<file path="config.mk">
export PLATFORM = sky130hd
export DESIGN_NAME = i2c_slave_register_memory_top_flat
export DESIGN_NICKNAME = d
export VERILOG_FILES = /design/src/i2csrm_pkg.sv /design/src/i2csrm_if.sv /design/src/i2c_slave_register_memory_top.sv /design/src/i2csrm_ctrl.sv /design/src/i2csrm_dp.sv /design/src/flat_wrapper.sv
export VERILOG_INCLUDE_DIRS = /design/src /design/src/src
export SDC_FILE = /design/constraint.sdc
export NUM_CORES = 1
export LEC_CHECK = 0
export BUFFER_PORTS_ARGS = -buffer_cell sky130_fd_sc_hd__buf_4
export CAP_MARGIN = 40
export CORE_ASPECT_RATIO = 0.7
export CORE_MARGIN = 5
export CORE_UTILIZATION = 35
export DETAILED_ROUTE_END_ITERATION = 10
export GPL_TIMING_DRIVEN = 0
export SETUP_SLACK_MARGIN = 0.1
export SYNTH_ARGS = -nofsm -noshare
export SYNTH_HDL_FRONTEND = slang
export SYNTH_SLANG_ARGS = --single-unit
</file>
<file path="constraint.sdc">
create_clock -name i_clk -period 2.97 [get_ports i_clk]
set_clock_uncertainty 0.2 [all_clocks]
set_input_delay 0.594 -clock i_clk [delete_from_list [all_inputs] [get_ports i_clk]]
set_output_delay 0.594 -clock i_clk [all_outputs]
set_load 0.005 [all_outputs]
</file>
<file path="src/i2c_slave_register_memory_top_macros.svh">
// assertion macros shared by the i2c slave register memory rtl
// no dependencies; included by the modules that carry assertions
`ifndef I2C_SLAVE_REGISTER_MEMORY_TOP_MACROS_SVH
`define I2C_SLAVE_REGISTER_MEMORY_TOP_MACROS_SVH

// same-cycle implication, checked out of reset
`define I2CSRM_ASSERT_NOW(label, clk, rst_n, ante, cons, msg) \
    label: assert property (@(posedge clk) disable iff (!(rst_n)) (ante) |-> (cons)) \
        else $error(msg);

// next-cycle implication, checked out of reset
`define I2CSRM_ASSERT_NEXT(label, clk, rst_n, ante, cons, msg) \
    label: assert property (@(posedge clk) disable iff (!(rst_n)) (ante) |=> (cons)) \
        else $error(msg);

`endif

</file>
<file path="src/i2csrm_pkg.sv">
// types, constants and helpers of the i2c slave register memory
// no dependencies
`default_nettype none

package i2csrm_pkg;

    localparam int DEPTH = 16;
    localparam int AW    = (DEPTH > 1) ? $clog2(DEPTH) : 1;

    localparam logic [7:0] NAK_FILL = 8'hFF;

    typedef logic [AW-1:0] t_addr;

    typedef enum logic [2:0] {
        MODE_START   = 3'd0,
        MODE_RX_BYTE = 3'd1,
        MODE_TX_SENT = 3'd2,
        MODE_STOP    = 3'd3,
        MODE_HOST_WR = 3'd4,
        MODE_HOST_RD = 3'd5
    } t_mode;

    typedef enum logic {
        ST_IDLE = 1'b0,
        ST_EXEC = 1'b1
    } t_state;

    // controller to datapath
    typedef struct packed {
        logic capture;
        logic commit;
    } t_cmd;

    function automatic t_addr ptr_advance(input t_addr p);
        t_addr r;
        if (32'(p) == DEPTH - 1) begin
            r = '0;
        end else begin
            r = p + t_addr'(1);
        end
        return r;
    endfunction

    function automatic t_addr byte_to_addr(input logic [7:0] b);
        t_addr r;
        r = t_addr'(32'(b) % DEPTH);
        return r;
    endfunction

endpackage

`default_nettype wire

</file>
<file path="src/i2csrm_if.sv">
// item and result channels of the i2c slave register memory
// no dependencies
`default_nettype none

interface i2csrm_item_if;
    logic       valid;
    logic       ready;
    logic [2:0] mode;
    logic [7:0] data_byte;
    logic       nak;
    logic [3:0] index;

    modport source (output valid, mode, data_byte, nak, index, input ready);
    modport sink   (input valid, mode, data_byte, nak, index, output ready);
endinterface

interface i2csrm_result_if;
    logic       valid;
    logic       ready;
    logic [7:0] tx_byte;
    logic [7:0] read_data;
    logic [3:0] pointer;

    modport source (output valid, tx_byte, read_data, pointer, input ready);
    modport sink   (input valid, tx_byte, read_data, pointer, output ready);
endinterface

`default_nettype wire

</file>
<file path="src/i2c_slave_register_memory_top.sv">
// top level of the i2c slave register memory
// depends on i2csrm_pkg, i2csrm_if, i2csrm_ctrl and i2csrm_dp
`default_nettype none

// Upper half of an i2c slave with a 16-entry transmit store and a 16-entry
// receive store. Each transaction on i_item is one bus event (start, byte
// received, byte sent with ack or nak, stop) or one host access (write a
// transmit entry, read a receive entry); each produces exactly one result on
// o_result carrying the transmit holding byte, the host read data (zero unless
// a host read) and the memory pointer. After reset or a stop the first
// received byte is the device address and is dropped, the second sets the
// pointer and preloads the holding byte, later bytes fill the receive store
// with post-increment; an acked send loads the current transmit entry and
// advances the pointer, a nak loads 0xff. The pointer wraps at the depth.
// In a transaction the stores are read in the accept cycle through their
// registered read port, and the state update and result load happen in the
// execute state. The next transaction is taken only once the execute state
// has completed, so a new one is not accepted while one is in progress; a
// result still waiting holds the execute state until the output register
// frees. Both stores read as zero after reset with no clearing pass.

module i2c_slave_register_memory_top (
    input  wire                  i_clk,
    input  wire                  i_rst_n,
    i2csrm_item_if.sink          i_item,
    i2csrm_result_if.source      o_result
);

    i2csrm_pkg::t_cmd w_cmd;

    // fsm: owns the handshakes and the result valid flag
    i2csrm_ctrl u_ctrl (
        .i_clk       (i_clk),
        .i_rst_n     (i_rst_n),
        .i_in_valid  (i_item.valid),
        .i_out_ready (o_result.ready),
        .o_in_ready  (i_item.ready),
        .o_out_valid (o_result.valid),
        .o_cmd       (w_cmd)
    );

    // datapath: protocol flags, pointer, stores and result payload
    i2csrm_dp u_dp (
        .i_clk       (i_clk),
        .i_rst_n     (i_rst_n),
        .i_cmd       (w_cmd),
        .i_mode      (i_item.mode),
        .i_data_byte (i_item.data_byte),
        .i_nak       (i_item.nak),
        .i_index     (i_item.index),
        .o_tx_byte   (o_result.tx_byte),
        .o_read_data (o_result.read_data),
        .o_pointer   (o_result.pointer)
    );

endmodule

`default_nettype wire

</file>
<file path="src/i2csrm_ctrl.sv">
// sequencing fsm: accepts a transaction, runs it, hands off the result
// depends on i2csrm_pkg and the macro header
`default_nettype none
`include "i2c_slave_register_memory_top_macros.svh"

module i2csrm_ctrl (
    input  wire                i_clk,
    input  wire                i_rst_n,
    input  wire                i_in_valid,
    input  wire                i_out_ready,
    output logic               o_in_ready,
    output logic               o_out_valid,
    output i2csrm_pkg::t_cmd   o_cmd
);

    i2csrm_pkg::t_state r_state, n_state;
    logic               r_out_vld, n_out_vld;
    logic               w_accept;
    logic               w_slot_free;

    assign w_accept    = i_in_valid && o_in_ready;
    assign w_slot_free = !r_out_vld || i_out_ready;

    // next state
    always_comb begin
        n_state = r_state;
        case (r_state)
            i2csrm_pkg::ST_IDLE: begin
                if (w_accept) begin
                    n_state = i2csrm_pkg::ST_EXEC;
                end
            end
            i2csrm_pkg::ST_EXEC: begin
                if (w_slot_free) begin
                    n_state = i2csrm_pkg::ST_IDLE;
                end
            end
            default: n_state = i2csrm_pkg::ST_IDLE;
        endcase
    end

    // outputs
    always_comb begin
        o_in_ready     = 1'b0;
        o_cmd.capture  = 1'b0;
        o_cmd.commit   = 1'b0;
        case (r_state)
            i2csrm_pkg::ST_IDLE: begin
                o_in_ready    = 1'b1;
                o_cmd.capture = i_in_valid;
            end
            i2csrm_pkg::ST_EXEC: begin
                o_cmd.commit  = w_slot_free;
            end
            default: ;
        endcase
    end

    always_comb begin
        n_out_vld = r_out_vld;
        if (o_cmd.commit) begin
            n_out_vld = 1'b1;
        end else if (i_out_ready) begin
            n_out_vld = 1'b0;
        end
    end

    always_ff @(posedge i_clk) begin
        if (!i_rst_n) begin
            r_state   <= i2csrm_pkg::ST_IDLE;
            r_out_vld <= 1'b0;
        end else begin
            r_state   <= n_state;
            r_out_vld <= n_out_vld;
        end
    end

    assign o_out_valid = r_out_vld;

    `I2CSRM_ASSERT_NEXT(a_accept_runs, i_clk, i_rst_n, w_accept, r_state == i2csrm_pkg::ST_EXEC, "accepted transaction did not start")
    `I2CSRM_ASSERT_NEXT(a_commit_shows, i_clk, i_rst_n, o_cmd.commit, r_out_vld, "committed result not presented")
    `I2CSRM_ASSERT_NOW(a_no_overwrite, i_clk, i_rst_n, o_cmd.commit && r_out_vld, i_out_ready, "result overwritten before taken")

endmodule

`default_nettype wire

</file>
<file path="src/i2csrm_dp.sv">
// datapath: flags, pointer, holding byte, both stores and result register
// depends on i2csrm_pkg
`default_nettype none

module i2csrm_dp (
    input  wire                i_clk,
    input  wire                i_rst_n,
    input  i2csrm_pkg::t_cmd   i_cmd,
    input  wire  [2:0]         i_mode,
    input  wire  [7:0]         i_data_byte,
    input  wire                i_nak,
    input  wire  [3:0]         i_index,
    output logic [7:0]         o_tx_byte,
    output logic [7:0]         o_read_data,
    output logic [3:0]         o_pointer
);

    localparam int D = i2csrm_pkg::DEPTH;

    // captured transaction
    i2csrm_pkg::t_mode r_mode;
    logic [7:0]        r_byte;
    logic              r_nak;
    logic [3:0]        r_idx;

    // protocol state
    logic               r_exp_dev, n_exp_dev;
    logic               r_exp_mem, n_exp_mem;
    i2csrm_pkg::t_addr  r_ptr, n_ptr;
    logic [7:0]         r_hold, n_hold;
    logic [7:0]         n_rd;

    // stores, reset to zero through per-entry valid bits
    logic [7:0] r_tx_mem [D];
    logic [7:0] r_rx_mem [D];
    logic [D-1:0] r_tx_vld;
    logic [D-1:0] r_rx_vld;
    logic [7:0] r_tx_rd, r_rx_rd;
    logic       r_tx_rd_ok, r_rx_rd_ok;
    logic [7:0] w_tx_q, w_rx_q;

    i2csrm_pkg::t_addr w_tx_raddr;
    i2csrm_pkg::t_addr w_idx_addr;
    logic              w_idx_ok;
    logic              w_tx_we, w_rx_we;
    i2csrm_pkg::t_addr w_tx_waddr;

    // memory address phase reads the transmit entry at the new pointer
    always_comb begin
        if (i2csrm_pkg::t_mode'(i_mode) == i2csrm_pkg::MODE_RX_BYTE
                && !r_exp_dev && r_exp_mem) begin
            w_tx_raddr = i2csrm_pkg::byte_to_addr(i_data_byte);
        end else begin
            w_tx_raddr = r_ptr;
        end
    end

    always_ff @(posedge i_clk) begin
        if (i_cmd.capture) begin
            r_mode     <= i2csrm_pkg::t_mode'(i_mode);
            r_byte     <= i_data_byte;
            r_nak      <= i_nak;
            r_idx      <= i_index;
            r_tx_rd    <= r_tx_mem[w_tx_raddr];
            r_tx_rd_ok <= r_tx_vld[w_tx_raddr];
            r_rx_rd    <= r_rx_mem[i2csrm_pkg::t_addr'(i_index)];
            r_rx_rd_ok <= r_rx_vld[i2csrm_pkg::t_addr'(i_index)];
        end
    end

    assign w_tx_q     = r_tx_rd_ok ? r_tx_rd : 8'h00;
    assign w_rx_q     = r_rx_rd_ok ? r_rx_rd : 8'h00;
    assign w_idx_addr = i2csrm_pkg::t_addr'(r_idx);
    assign w_idx_ok   = 32'(r_idx) < D;

    always_comb begin
        n_exp_dev  = r_exp_dev;
        n_exp_mem  = r_exp_mem;
        n_ptr      = r_ptr;
        n_hold     = r_hold;
        n_rd       = 8'h00;
        w_tx_we    = 1'b0;
        w_rx_we    = 1'b0;
        w_tx_waddr = w_idx_addr;
        case (r_mode)
            i2csrm_pkg::MODE_RX_BYTE: begin
                if (r_exp_dev) begin
                    n_exp_dev = 1'b0;
                end else if (r_exp_mem) begin
                    n_exp_mem = 1'b0;
                    n_ptr     = i2csrm_pkg::byte_to_addr(r_byte);
                    n_hold    = w_tx_q;
                end else begin
                    w_rx_we = 1'b1;
                    n_ptr   = i2csrm_pkg::ptr_advance(r_ptr);
                end
            end
            i2csrm_pkg::MODE_TX_SENT: begin
                if (r_nak) begin
                    n_hold = i2csrm_pkg::NAK_FILL;
                end else begin
                    n_hold = w_tx_q;
                    n_ptr  = i2csrm_pkg::ptr_advance(r_ptr);
                end
            end
            i2csrm_pkg::MODE_STOP: begin
                n_exp_dev = 1'b1;
                n_exp_mem = 1'b1;
            end
            i2csrm_pkg::MODE_HOST_WR: begin
                w_tx_we = w_idx_ok;
            end
            i2csrm_pkg::MODE_HOST_RD: begin
                n_rd = w_idx_ok ? w_rx_q : 8'h00;
            end
            default: ;
        endcase
    end

    always_ff @(posedge i_clk) begin
        if (i_cmd.commit && w_tx_we) begin
            r_tx_mem[w_tx_waddr] <= r_byte;
        end
        if (i_cmd.commit && w_rx_we) begin
            r_rx_mem[r_ptr] <= r_byte;
        end
    end

    always_ff @(posedge i_clk) begin
        if (!i_rst_n) begin
            r_exp_dev <= 1'b1;
            r_exp_mem <= 1'b1;
            r_ptr     <= '0;
            r_hold    <= 8'h00;
            r_tx_vld  <= '0;
            r_rx_vld  <= '0;
        end else if (i_cmd.commit) begin
            r_exp_dev <= n_exp_dev;
            r_exp_mem <= n_exp_mem;
            r_ptr     <= n_ptr;
            r_hold    <= n_hold;
            if (w_tx_we) begin
                r_tx_vld[w_tx_waddr] <= 1'b1;
            end
            if (w_rx_we) begin
                r_rx_vld[r_ptr] <= 1'b1;
            end
        end
    end

    // result register
    always_ff @(posedge i_clk) begin
        if (i_cmd.commit) begin
            o_tx_byte   <= n_hold;
            o_read_data <= n_rd;
            o_pointer   <= 4'(n_ptr);
        end
    end

endmodule

`default_nettype wire
</file>
<file path="src/flat_wrapper.sv">
// flat-port wrapper written by rule: the top's interface ports become plain ports
module i2c_slave_register_memory_top_flat 
  (i_clk, i_rst_n, i_item_valid, i_item_mode, i_item_data_byte, i_item_nak, i_item_index, i_item_ready, o_result_valid, o_result_tx_byte, o_result_read_data, o_result_pointer, o_result_ready);
  i2csrm_item_if i_item_i ();
  i2csrm_result_if o_result_i ();
  input  wire i_clk;
  input  wire i_rst_n;
  input wire logic [$bits(i_item_i.valid)-1:0] i_item_valid;
  input wire logic [$bits(i_item_i.mode)-1:0] i_item_mode;
  input wire logic [$bits(i_item_i.data_byte)-1:0] i_item_data_byte;
  input wire logic [$bits(i_item_i.nak)-1:0] i_item_nak;
  input wire logic [$bits(i_item_i.index)-1:0] i_item_index;
  output wire logic [$bits(i_item_i.ready)-1:0] i_item_ready;
  output wire logic [$bits(o_result_i.valid)-1:0] o_result_valid;
  output wire logic [$bits(o_result_i.tx_byte)-1:0] o_result_tx_byte;
  output wire logic [$bits(o_result_i.read_data)-1:0] o_result_read_data;
  output wire logic [$bits(o_result_i.pointer)-1:0] o_result_pointer;
  input wire logic [$bits(o_result_i.ready)-1:0] o_result_ready;
  assign i_item_i.valid = i_item_valid;
  assign i_item_i.mode = i_item_mode;
  assign i_item_i.data_byte = i_item_data_byte;
  assign i_item_i.nak = i_item_nak;
  assign i_item_i.index = i_item_index;
  assign i_item_ready = i_item_i.ready;
  assign o_result_valid = o_result_i.valid;
  assign o_result_tx_byte = o_result_i.tx_byte;
  assign o_result_read_data = o_result_i.read_data;
  assign o_result_pointer = o_result_i.pointer;
  assign o_result_i.ready = o_result_ready;
  i2c_slave_register_memory_top u_core (.i_clk(i_clk), .i_rst_n(i_rst_n), .i_item(i_item_i), .o_result(o_result_i));
endmodule
</file>
==> run metrics, run 1 <==
Max IR drop VDD 0.000364 V; Placed Area 0.0158 mm2; pwr dens 617 mW/mm2; Starting Density 0.353; Peak Freq between 300 and 400 MHz; Ys Warns 0; internal power approximately 0.0082 W; most frequent cells in the layout 310 x edfxtp_1, 97 x nand2_1, 70 x buf_4; DRT iter0 DRCs 972; Avg WL per Cell 23.1 um; area grow syn2layout 19.4%; largest net degree at the start of global routing 26; number of synthesized flops with an enable pin just over 300; Total GRT Usage 0.160; I/O Buffers 41; max cap viols 0; CP Class reg -> reg; HP Class in -> reg; Max Slew Vio Count 0; die area 0.0453 mm2; Req. time, crit path 3.03 ns; Longest Clk Path Bufs 3; syn_nets 929; Worst slew margin 0.413; vias in the first global route 8458; crit start category flip-flop; Worst-Margin Slew 0.873 ns; first-pass GRT wire length 54800 um; via count 8655; CORE AREA 0.0408 mm2; Leak about 5.8 nW; post-route cell area 0.0172 mm2; CTS HTree Levels 2; Synth top area share 0.647; antenna viol nets, final 0; chip width approximately 250 um; Combinational Power Share 0.067; die height 180 um; Final Cycle Share 0.956; clk sinks 358; TritonCTS clock tree yes; Main synth FF type edfxtp_1; RePlAce Congestion 0.845; # rows 62; Yosys top cell by area edfxtp_1; syn avg cell area 15.9 um2; Synth Instances 905; Synth cell types 75; top cells by area, synth edfxtp_1 65%, mux4_2 7.7%, dfxtp_1 6.7%, nand2_1 2.6%, o21a_1 1.7%; DR vias/cell approximately 5.4; CTS Buf Count 35; DR DRC count 0; Syn Std Cell Area ~0.014 mm2; R2R cell count 9; Yosys reg bits 358; unrepaired setup endpoints after global routing true; clk_lat worst skew ~0.53 ns; net switching power 0.00238 W; antenna diode count 0; nets@finish 1055; commonest non-fill, non-tap cell in the layout edfxtp_1; run status complete, no violations; Crit Path Max Fanout 10; Clk pin slew, worst setup/hold paths 0.06 ns; worst hold slack 0.0346 ns; async set-reset flop share out of synthesis 0; CP Data Arrival Time 2.90 ns; Seq pwr share 0.532; final hold vios 0; Overall Power around 0.011 W; sequential area share after synthesis 0.714; switch share 0.225; hold buffers post-CTS 0; Hold Path Depth 1; IO Pins 42; CP endpoint kind flip-flop; Filler cells between 3000 and 4000; min cycle time layout approximately 2.8 ns; setup violators final 0; clock network power share 0.401; share of cells above drive strength 1 0.244; hpwl dp 26300 um; initial antenna violation count 4; final wirelength between 30000 and 40000 um; Root Driver clkbuf_16; total congestion overflow 0; 1st-pass router iterations 5
[layout make-up]
cell class | count | area, um2 | share of cell area
clock buffers | 46 | 970 | 0.0565
flip-flops and latches | 358 | 10300 | 0.598
clock inverters | 17 | 109 | 0.00634
well taps | 544 | 681 | 0.0396
repair buffers | 89 | 857 | 0.0499
plain buffers | 46 | 253 | 0.0147
multi-input cells | 489 | 3990 | 0.232
inverters | 12 | 45.0 | 0.00262
[critical path, cell delays in order (launching register included)]
cell and delay (ns):
dfxtp_1 0.31, buf_6 0.13, nand4bb_4 0.39, buf_4 0.25, nor4_4 0.19, a31oi_4 0.10
clkbuf_4 0.25, o221ai_1 0.34, a21oi_2 0.12, a211o_1 0.31
[cells in the mapped netlist (5+ instances only)]
cell	number
a211oi_1	8
a21oi_1	22
a221oi_1	6
a311oi_1	7
a31oi_1	14
a41o_1	5
and2_1	11
and3_1	6
buf_2	15
buf_6	7
clkbuf_1	20
dfxtp_1	48
edfxtp_1	310
inv_1	12
mux2i_1	7
mux4_2	49
nand2_1	98
nand2b_1	7
nand3_1	23
nor2_1	54
nor3_1	11
nor3_2	6
o21a_1	32
o21ai_0	17
o221ai_1	15
o22ai_1	7
o32ai_1	5
[path summary, 6_finish.rpt]
path / start / to / slack [ns]
worst max-delay path: u_core.u_dp.r_exp_dev / u_core.u_dp.r_tx_rd[4] / 0.13
worst min-delay path: i_item_nak / u_core.u_dp.r_nak / 0.03
worst max register to register: u_core.u_dp.r_exp_dev / u_core.u_dp.r_tx_rd[4] / 0.13
worst min register to register: u_core.u_dp.r_rx_vld[14] / u_core.u_dp.r_rx_vld[14] / 0.26
[logic make-up (layout without fill, tap and decap cells)]
family	count (synthesis)	after routing	share of synthesized area
AO/OA/AOI/OAI	179	179	0.0924
AND/OR/NAND/NOR	247	247	0.0862
multiplexers	59	59	0.0839
buffers and inverters	58	210	0.0201
flip-flops	358	358	0.714
adder cells (fa/ha/maj)	4	4	0.00348
[layer usage]
layer  vias to the layer above  part of all wire  GRT usage
li1                       3837                 -          -
met2                       376              0.40      0.210
met4                         6             0.015     0.0339
met1                      4385              0.48      0.261
met5                         -            0.0029     0.0169
met3                        51              0.10     0.0442
[flip-flops by register name (all words and copies together) (netlist names), 3 cells and up]
register and count:
u_core.u_dp.r_rx_vld 16, u_core.u_dp.r_hold 8, u_core.u_dp.r_ptr 4, u_core.u_dp.o_tx_byte 8, u_core.u_dp.r_rx_mem 128, u_core.u_dp.r_tx_mem 128
u_core.u_dp.o_read_data 8, u_core.u_dp.o_pointer 4, u_core.u_dp.r_mode 3, u_core.u_dp.r_rx_rd 8, u_core.u_dp.r_byte 8, u_core.u_dp.r_tx_rd 8
u_core.u_dp.r_tx_vld 16, u_core.u_dp.r_idx 4
[power by group through the flow]
stage | logic (W) | clock network [W] | registers (W)
floorplan | 0.000363 | 0 | 0.00573
global placement | 0.000595 | 0 | 0.00578
detailed placement | 0.000684 | 0 | 0.00574
CTS | 0.000696 | 0.00434 | 0.00563
global route | 0.000762 | 0.00455 | 0.00564
finish | 0.000714 | 0.00425 | 0.00563
[metrics by stage]
step	util	std cells	worst slack [ns]	setup TNS [ns]
3_5_place_dp	0.387	1526	-0.568	-33.25
5_1_grt	0.421	1601	0.0658	0
2_1_floorplan	-	905	0.214	0
6_report	0.421	1601	0.130	0
4_1_cts	0.417	1592	0.0990	0
3_3_place_gp	0.377	1490	-0.989	-115.91
[repair_timing]
item / 4_1_cts / 5_1_grt
resized for setup: 17 / 15
setup buffers: 3 / 9
endpoints found under the setup margin: 92 / 76
pin swaps: 3 / 8
Note: power is estimated with default switching activity, not from simulation.
==> run 2, diff against run 1 <==
Settings changed: CORE_ASPECT_RATIO 0.7 to 1.1, CORE_MARGIN 5 to 4.
==> run metrics, run 2 (synthesized netlist as in run 1, its figures left out) <==
Starting Density 0.356 (+0.00381); pwr dens 636 mW/mm2 (+3.1%); Peak Freq 357 MHz (+1.5%); unrepaired setup endpoints after global routing true; Root Driver clkbuf_16; min cycle time layout 2.80 ns (-0.0414 ns); 1st-pass router iterations 5 (unchanged); Clk pin slew, worst setup/hold paths 0.06 ns (about the same); clk sinks 358 (unchanged); via count 8506 (-1.7%); commonest non-fill, non-tap cell in the layout edfxtp_1; final wirelength 34600 um (-6.6%); die height 221 um (+23%); Total GRT Usage 0.155 (-0.00544); CORE AREA 0.0404 mm2 (-1.1%); post-route cell area 0.0171 mm2 (-0.44%); share of cells above drive strength 1 0.242 (-0.00175); crit start category flip-flop; Placed Area 0.0157 mm2 (-0.70%); first-pass GRT wire length 52900 um (-3.5%); Max Slew Vio Count 0 (unchanged); total congestion overflow 0 (unchanged); CTS HTree Levels 2 (unchanged); DR DRC count 0 (unchanged); TritonCTS clock tree yes; largest net degree at the start of global routing 30 (+15%); CP Class reg -> reg; CP Data Arrival Time 2.84 ns (-0.06 ns); Leak 5.75 nW (-0.43%); Worst-Margin Slew 0.944 ns (+0.0710 ns); # rows 77 (+24%); setup violators final 0 (unchanged); DRT iter0 DRCs 877 (-9.8%); Max IR drop VDD 0.000295 V (-19%); RePlAce Congestion 0.834 (-1.3%); final hold vios 0 (unchanged); vias in the first global route 8350 (-1.3%); run status complete, no violations; Avg WL per Cell 22.2 um (-4.0%); top flop regs u_core.u_dp.r_rx_mem x128, u_core.u_dp.r_tx_mem x128; hpwl dp 24000 um (-8.8%); IO Pins 42 (unchanged); Worst slew margin 0.371 (-0.0424); max cap viols 0 (unchanged); nets@finish 1042 (-1.2%); antenna viol nets, final 0 (unchanged); Longest Clk Path Bufs 3 (unchanged); Crit Path Max Fanout 10 (unchanged); Req. time, crit path 3.01 ns (-0.02 ns); CP endpoint kind flip-flop; HP Class in -> reg; DR vias/cell 5.46 (+0.99%); area grow syn2layout 18.9%; Final Cycle Share 0.942 (-0.0139); most frequent cells in the layout 310 x edfxtp_1, 98 x nand2_1, 60 x buf_4; die area 0.0444 mm2 (-2.0%); chip width 201 um (-20%); Overall Power 0.0109 W (+2.7%); clk_lat worst skew 0.52 ns (about the same); initial antenna violation count 2 (-2); CTS Buf Count 35 (unchanged); I/O Buffers 41 (unchanged)
==> run 2: worst max-delay path, cell delays in order (launching register included) <==
cell,delay (ns)
dfxtp_1,0.31
buf_6,0.13
nand4bb_4,0.32
o21ai_2,0.33
nand2_1,0.16
buf_2,0.24
o32ai_1,0.34
o22ai_2,0.17
a41o_1,0.31
==> run 2: per-stage QoR <==
stage / utilization / instances / setup TNS, ns / hold WS, ns / setup slack, ns
after floorplan: - / 905 / 0 / 0.233 / 0.214
after global placement: 0.380 / 1459 / -86.94 / 0.239 / -0.971
after detailed placement: 0.389 / 1488 / -23.61 / 0.250 / -0.436
after CTS: 0.420 / 1553 / -1.57 / 0.0284 / -0.0654
after global routing: 0.424 / 1557 / 0 / 0.0310 / 0.0880
final: 0.424 / 1558 / 0 / 0.0551 / 0.172
==> run 2: what timing repair did <==
action / in CTS / in global routing
buffers inserted: 2 / 4
hold buffers: 0 / 0
cloned: 0 / 0
pin swaps: 0 / 3
setup endpoints to repair: 106 / 155
gates resized for setup: 11 / 25
==> run 2: path summary, 6_finish.rpt <==
kind	slack, ns	cells past startpoint	endpoint	start
min reg2reg	0.26	2	u_core.u_dp.r_hold[0]	u_core.u_dp.r_hold[0]
min	0.06	1	u_core.u_dp.r_byte[4]	i_item_data_byte[4]
max	0.17	8	u_core.u_dp.r_tx_rd[7]	u_core.u_dp.r_exp_dev
max reg2reg	0.17	8	u_core.u_dp.r_tx_rd[7]	u_core.u_dp.r_exp_dev
==> run 2: power by group <==
| group | internal, W | leakage, nW | switching (W) | total (W) |
|---|---|---|---|---|
| Sequential | 0.00556 | 3.21 | 0.0000811 | 0.00564 |
| Combinational | 0.000256 | 1.95 | 0.000414 | 0.000670 |
| Clock | 0.00275 | 0.585 | 0.00182 | 0.00457 |
| Total | 0.00856 | 5.75 | 0.00232 | 0.0109 |
==> run 2: cell type report <==
| class | instances | area (um2) |
|---|---|---|
| multi-input cells | 489 | 3970 |
| clock buffers | 47 | 1010 |
| repair buffers | 76 | 721 |
| well taps | 513 | 642 |
| plain buffers | 46 | 253 |
| fillers | 3568 | 23300 |
| inverters | 12 | 45.0 |
| clock inverters | 16 | 184 |
| diodes | 1 | 2.50 |
| flip-flops and latches | 358 | 10300 |
==> run 2: layer usage <==
layer / GRT usage / up-vias / part of all wire
met5: 0 / - / 0.00038
met4: 0.0376 / 2 / 0.019
met3: 0.0296 / 45 / 0.072
li1: - / 3802 / -
met2: 0.254 / 290 / 0.47
met1: 0.216 / 4367 / 0.44
==> run 3, diff against run 2 <==
Settings changed: CORE_ASPECT_RATIO 1.1 to unset.
==> run metrics, run 3 (synthesized netlist as in run 1, its figures left out) <==
Max IR drop VDD 0.000313 V (+6.1%); clk sinks 358 (unchanged); unrepaired setup endpoints after global routing true; crit start category flip-flop; die area 0.0444 mm2 (about the same); hpwl dp 24400 um (+1.8%); area grow syn2layout 18.4%; die height 211 um (-4.5%); CTS Buf Count 37 (+5.7%); Max Slew Vio Count 0 (unchanged); DR DRC count 0 (unchanged); vias in the first global route 8407 (+0.68%); Worst-Margin Slew 0.935 ns (-0.00834 ns); DR vias/cell 5.41 (-0.98%); CORE AREA 0.0407 mm2 (+0.92%); TritonCTS clock tree yes; Crit Path Max Fanout 10 (unchanged); 1st-pass router iterations 5 (unchanged); placed insts 1512 (+1.6%); # rows 74 (-3.9%); Clk pin slew, worst setup/hold paths 0.06 ns (about the same); hold buffers post-CTS 0 (unchanged); clk_lat worst skew 0.53 ns (about the same); max cap viols 0 (unchanged); run status complete, no violations; CP endpoint kind flip-flop; Peak Freq 349 MHz (-2.3%); Cell Count, Final, Fillers Out 1584 (+1.7%); HP Class in -> reg; nets@finish 1047 (+0.48%); via count 8563 (+0.67%); final hold vios 0 (unchanged); Fin Setup TNS 0 ns (unchanged); initial antenna violation count 0 (-2); min cycle time layout 2.86 ns (+0.0650 ns); setup violators final 0 (unchanged); largest net degree at the start of global routing 30 (unchanged); CTS HTree Levels 2 (unchanged); Leak 5.71 nW (-0.72%); DRT iter0 DRCs 936 (+6.7%); most frequent cells in the layout 310 x edfxtp_1, 97 x nand2_1, 66 x buf_4; chip width 211 um (+4.7%); Longest Clk Path Bufs 3 (unchanged); I/O Buffers 41 (unchanged); Worst slew margin 0.371 (about the same); Total GRT Usage 0.157 (+0.00253); IO Pins 42 (unchanged); commonest non-fill, non-tap cell in the layout edfxtp_1; CP Data Arrival Time 2.93 ns (+0.09 ns); top flop regs u_core.u_dp.r_rx_mem x128, u_core.u_dp.r_tx_mem x128; first-pass GRT wire length 52800 um (-0.13%); Starting Density 0.353 (-0.00325); RePlAce Congestion 0.839 (+0.58%); Root Driver clkbuf_16; antenna viol nets, final 0 (unchanged); share of cells above drive strength 1 0.231 (-0.0113); antenna diode count 0 (-1); CP Class reg -> reg; pwr dens 624 mW/mm2 (-2.0%); Avg WL per Cell 22.3 um (+0.17%); Req. time, crit path 3.03 ns (+0.02 ns); final wirelength 35200 um (+1.8%); Final Cycle Share 0.964 (+0.0219); total congestion overflow 0 (unchanged)
run 3: cell count changes in the layout (fill, tap and decap cells not counted), sizes merged:
cell      before  now
buf          100  103
bufinv         4    0
clkbuf        69   79
clkinv         9    7
clkinvlp       2    1
diode          1    0
inv           13   15
run 3: final cells by class:
type,instances,area [um2]
Timing Repair Buffer,79,729
Clock buffer,57,1050
Inverter,12,45.0
Buffer,46,253
Multi-Input combinational cell,489,3950
Fill cell,3655,23700
Sequential cell,358,10300
Tap cell,532,666
Clock inverter,11,61.3
run 3: worst paths after layout:
| path | startpoint | cells after the start | slack [ns] | end |
|---|---|---|---|---|
| hold reg to reg | u_core.u_dp.r_hold[0] | 2 | 0.26 | u_core.u_dp.r_hold[0] |
| setup / recovery | u_core.u_dp.r_exp_dev | 9 | 0.11 | u_core.u_dp.r_tx_rd[5] |
| hold / removal | i_item_data_byte[5] | 1 | 0.05 | u_core.u_dp.r_byte[5] |
| setup reg to reg | u_core.u_dp.r_exp_dev | 9 | 0.11 | u_core.u_dp.r_tx_rd[5] |
run 3: power breakdown:
part	internal (W)	switching (W)
Combinational	0.000258	0.000420
Clock	0.00246	0.00184
Sequential	0.00556	0.0000812
run 3: metal layers:
metal | vias to the layer above | wire length [um] | GRT usage | share of wire
li1 | 3831 | - | - | -
met5 | - | 0 | 0 | 0
met4 | 0 | 681 | 0.0425 | 0.019
met1 | 4325 | 15500 | 0.230 | 0.44
met2 | 363 | 16100 | 0.239 | 0.46
met3 | 44 | 3010 | 0.0351 | 0.085
run 3: critical path, stage by stage, from the launching register on:
cell and delay (ns):
dfxtp_1 0.30, buf_6 0.13, nand4bb_4 0.35, nor2_4 0.25, buf_6 0.17, nand3_1 0.08
o31ai_1 0.21, buf_2 0.32, a32oi_1 0.22, a211o_1 0.37
run 3: metrics by stage:
step                      worst slack, ns  hold WS, ns  total power (W)   util  area (um2)
final                               0.107       0.0465           0.0106  0.418       17000
after global routing               0.0599       0.0247           0.0110  0.418       17000
after CTS                         -0.0404       0.0211           0.0107  0.415       16900
after detailed placement           -0.526        0.247          0.00641  0.387       15700
after global placement             -0.988        0.240          0.00637  0.377       15400
after floorplan                     0.214        0.233          0.00609      -       14400
run 3: repair_timing:
action,in CTS,in global routing
pin swaps,0,3
resized for setup,7,21
endpoints found under the setup margin,81,58
buffers inserted,0,3
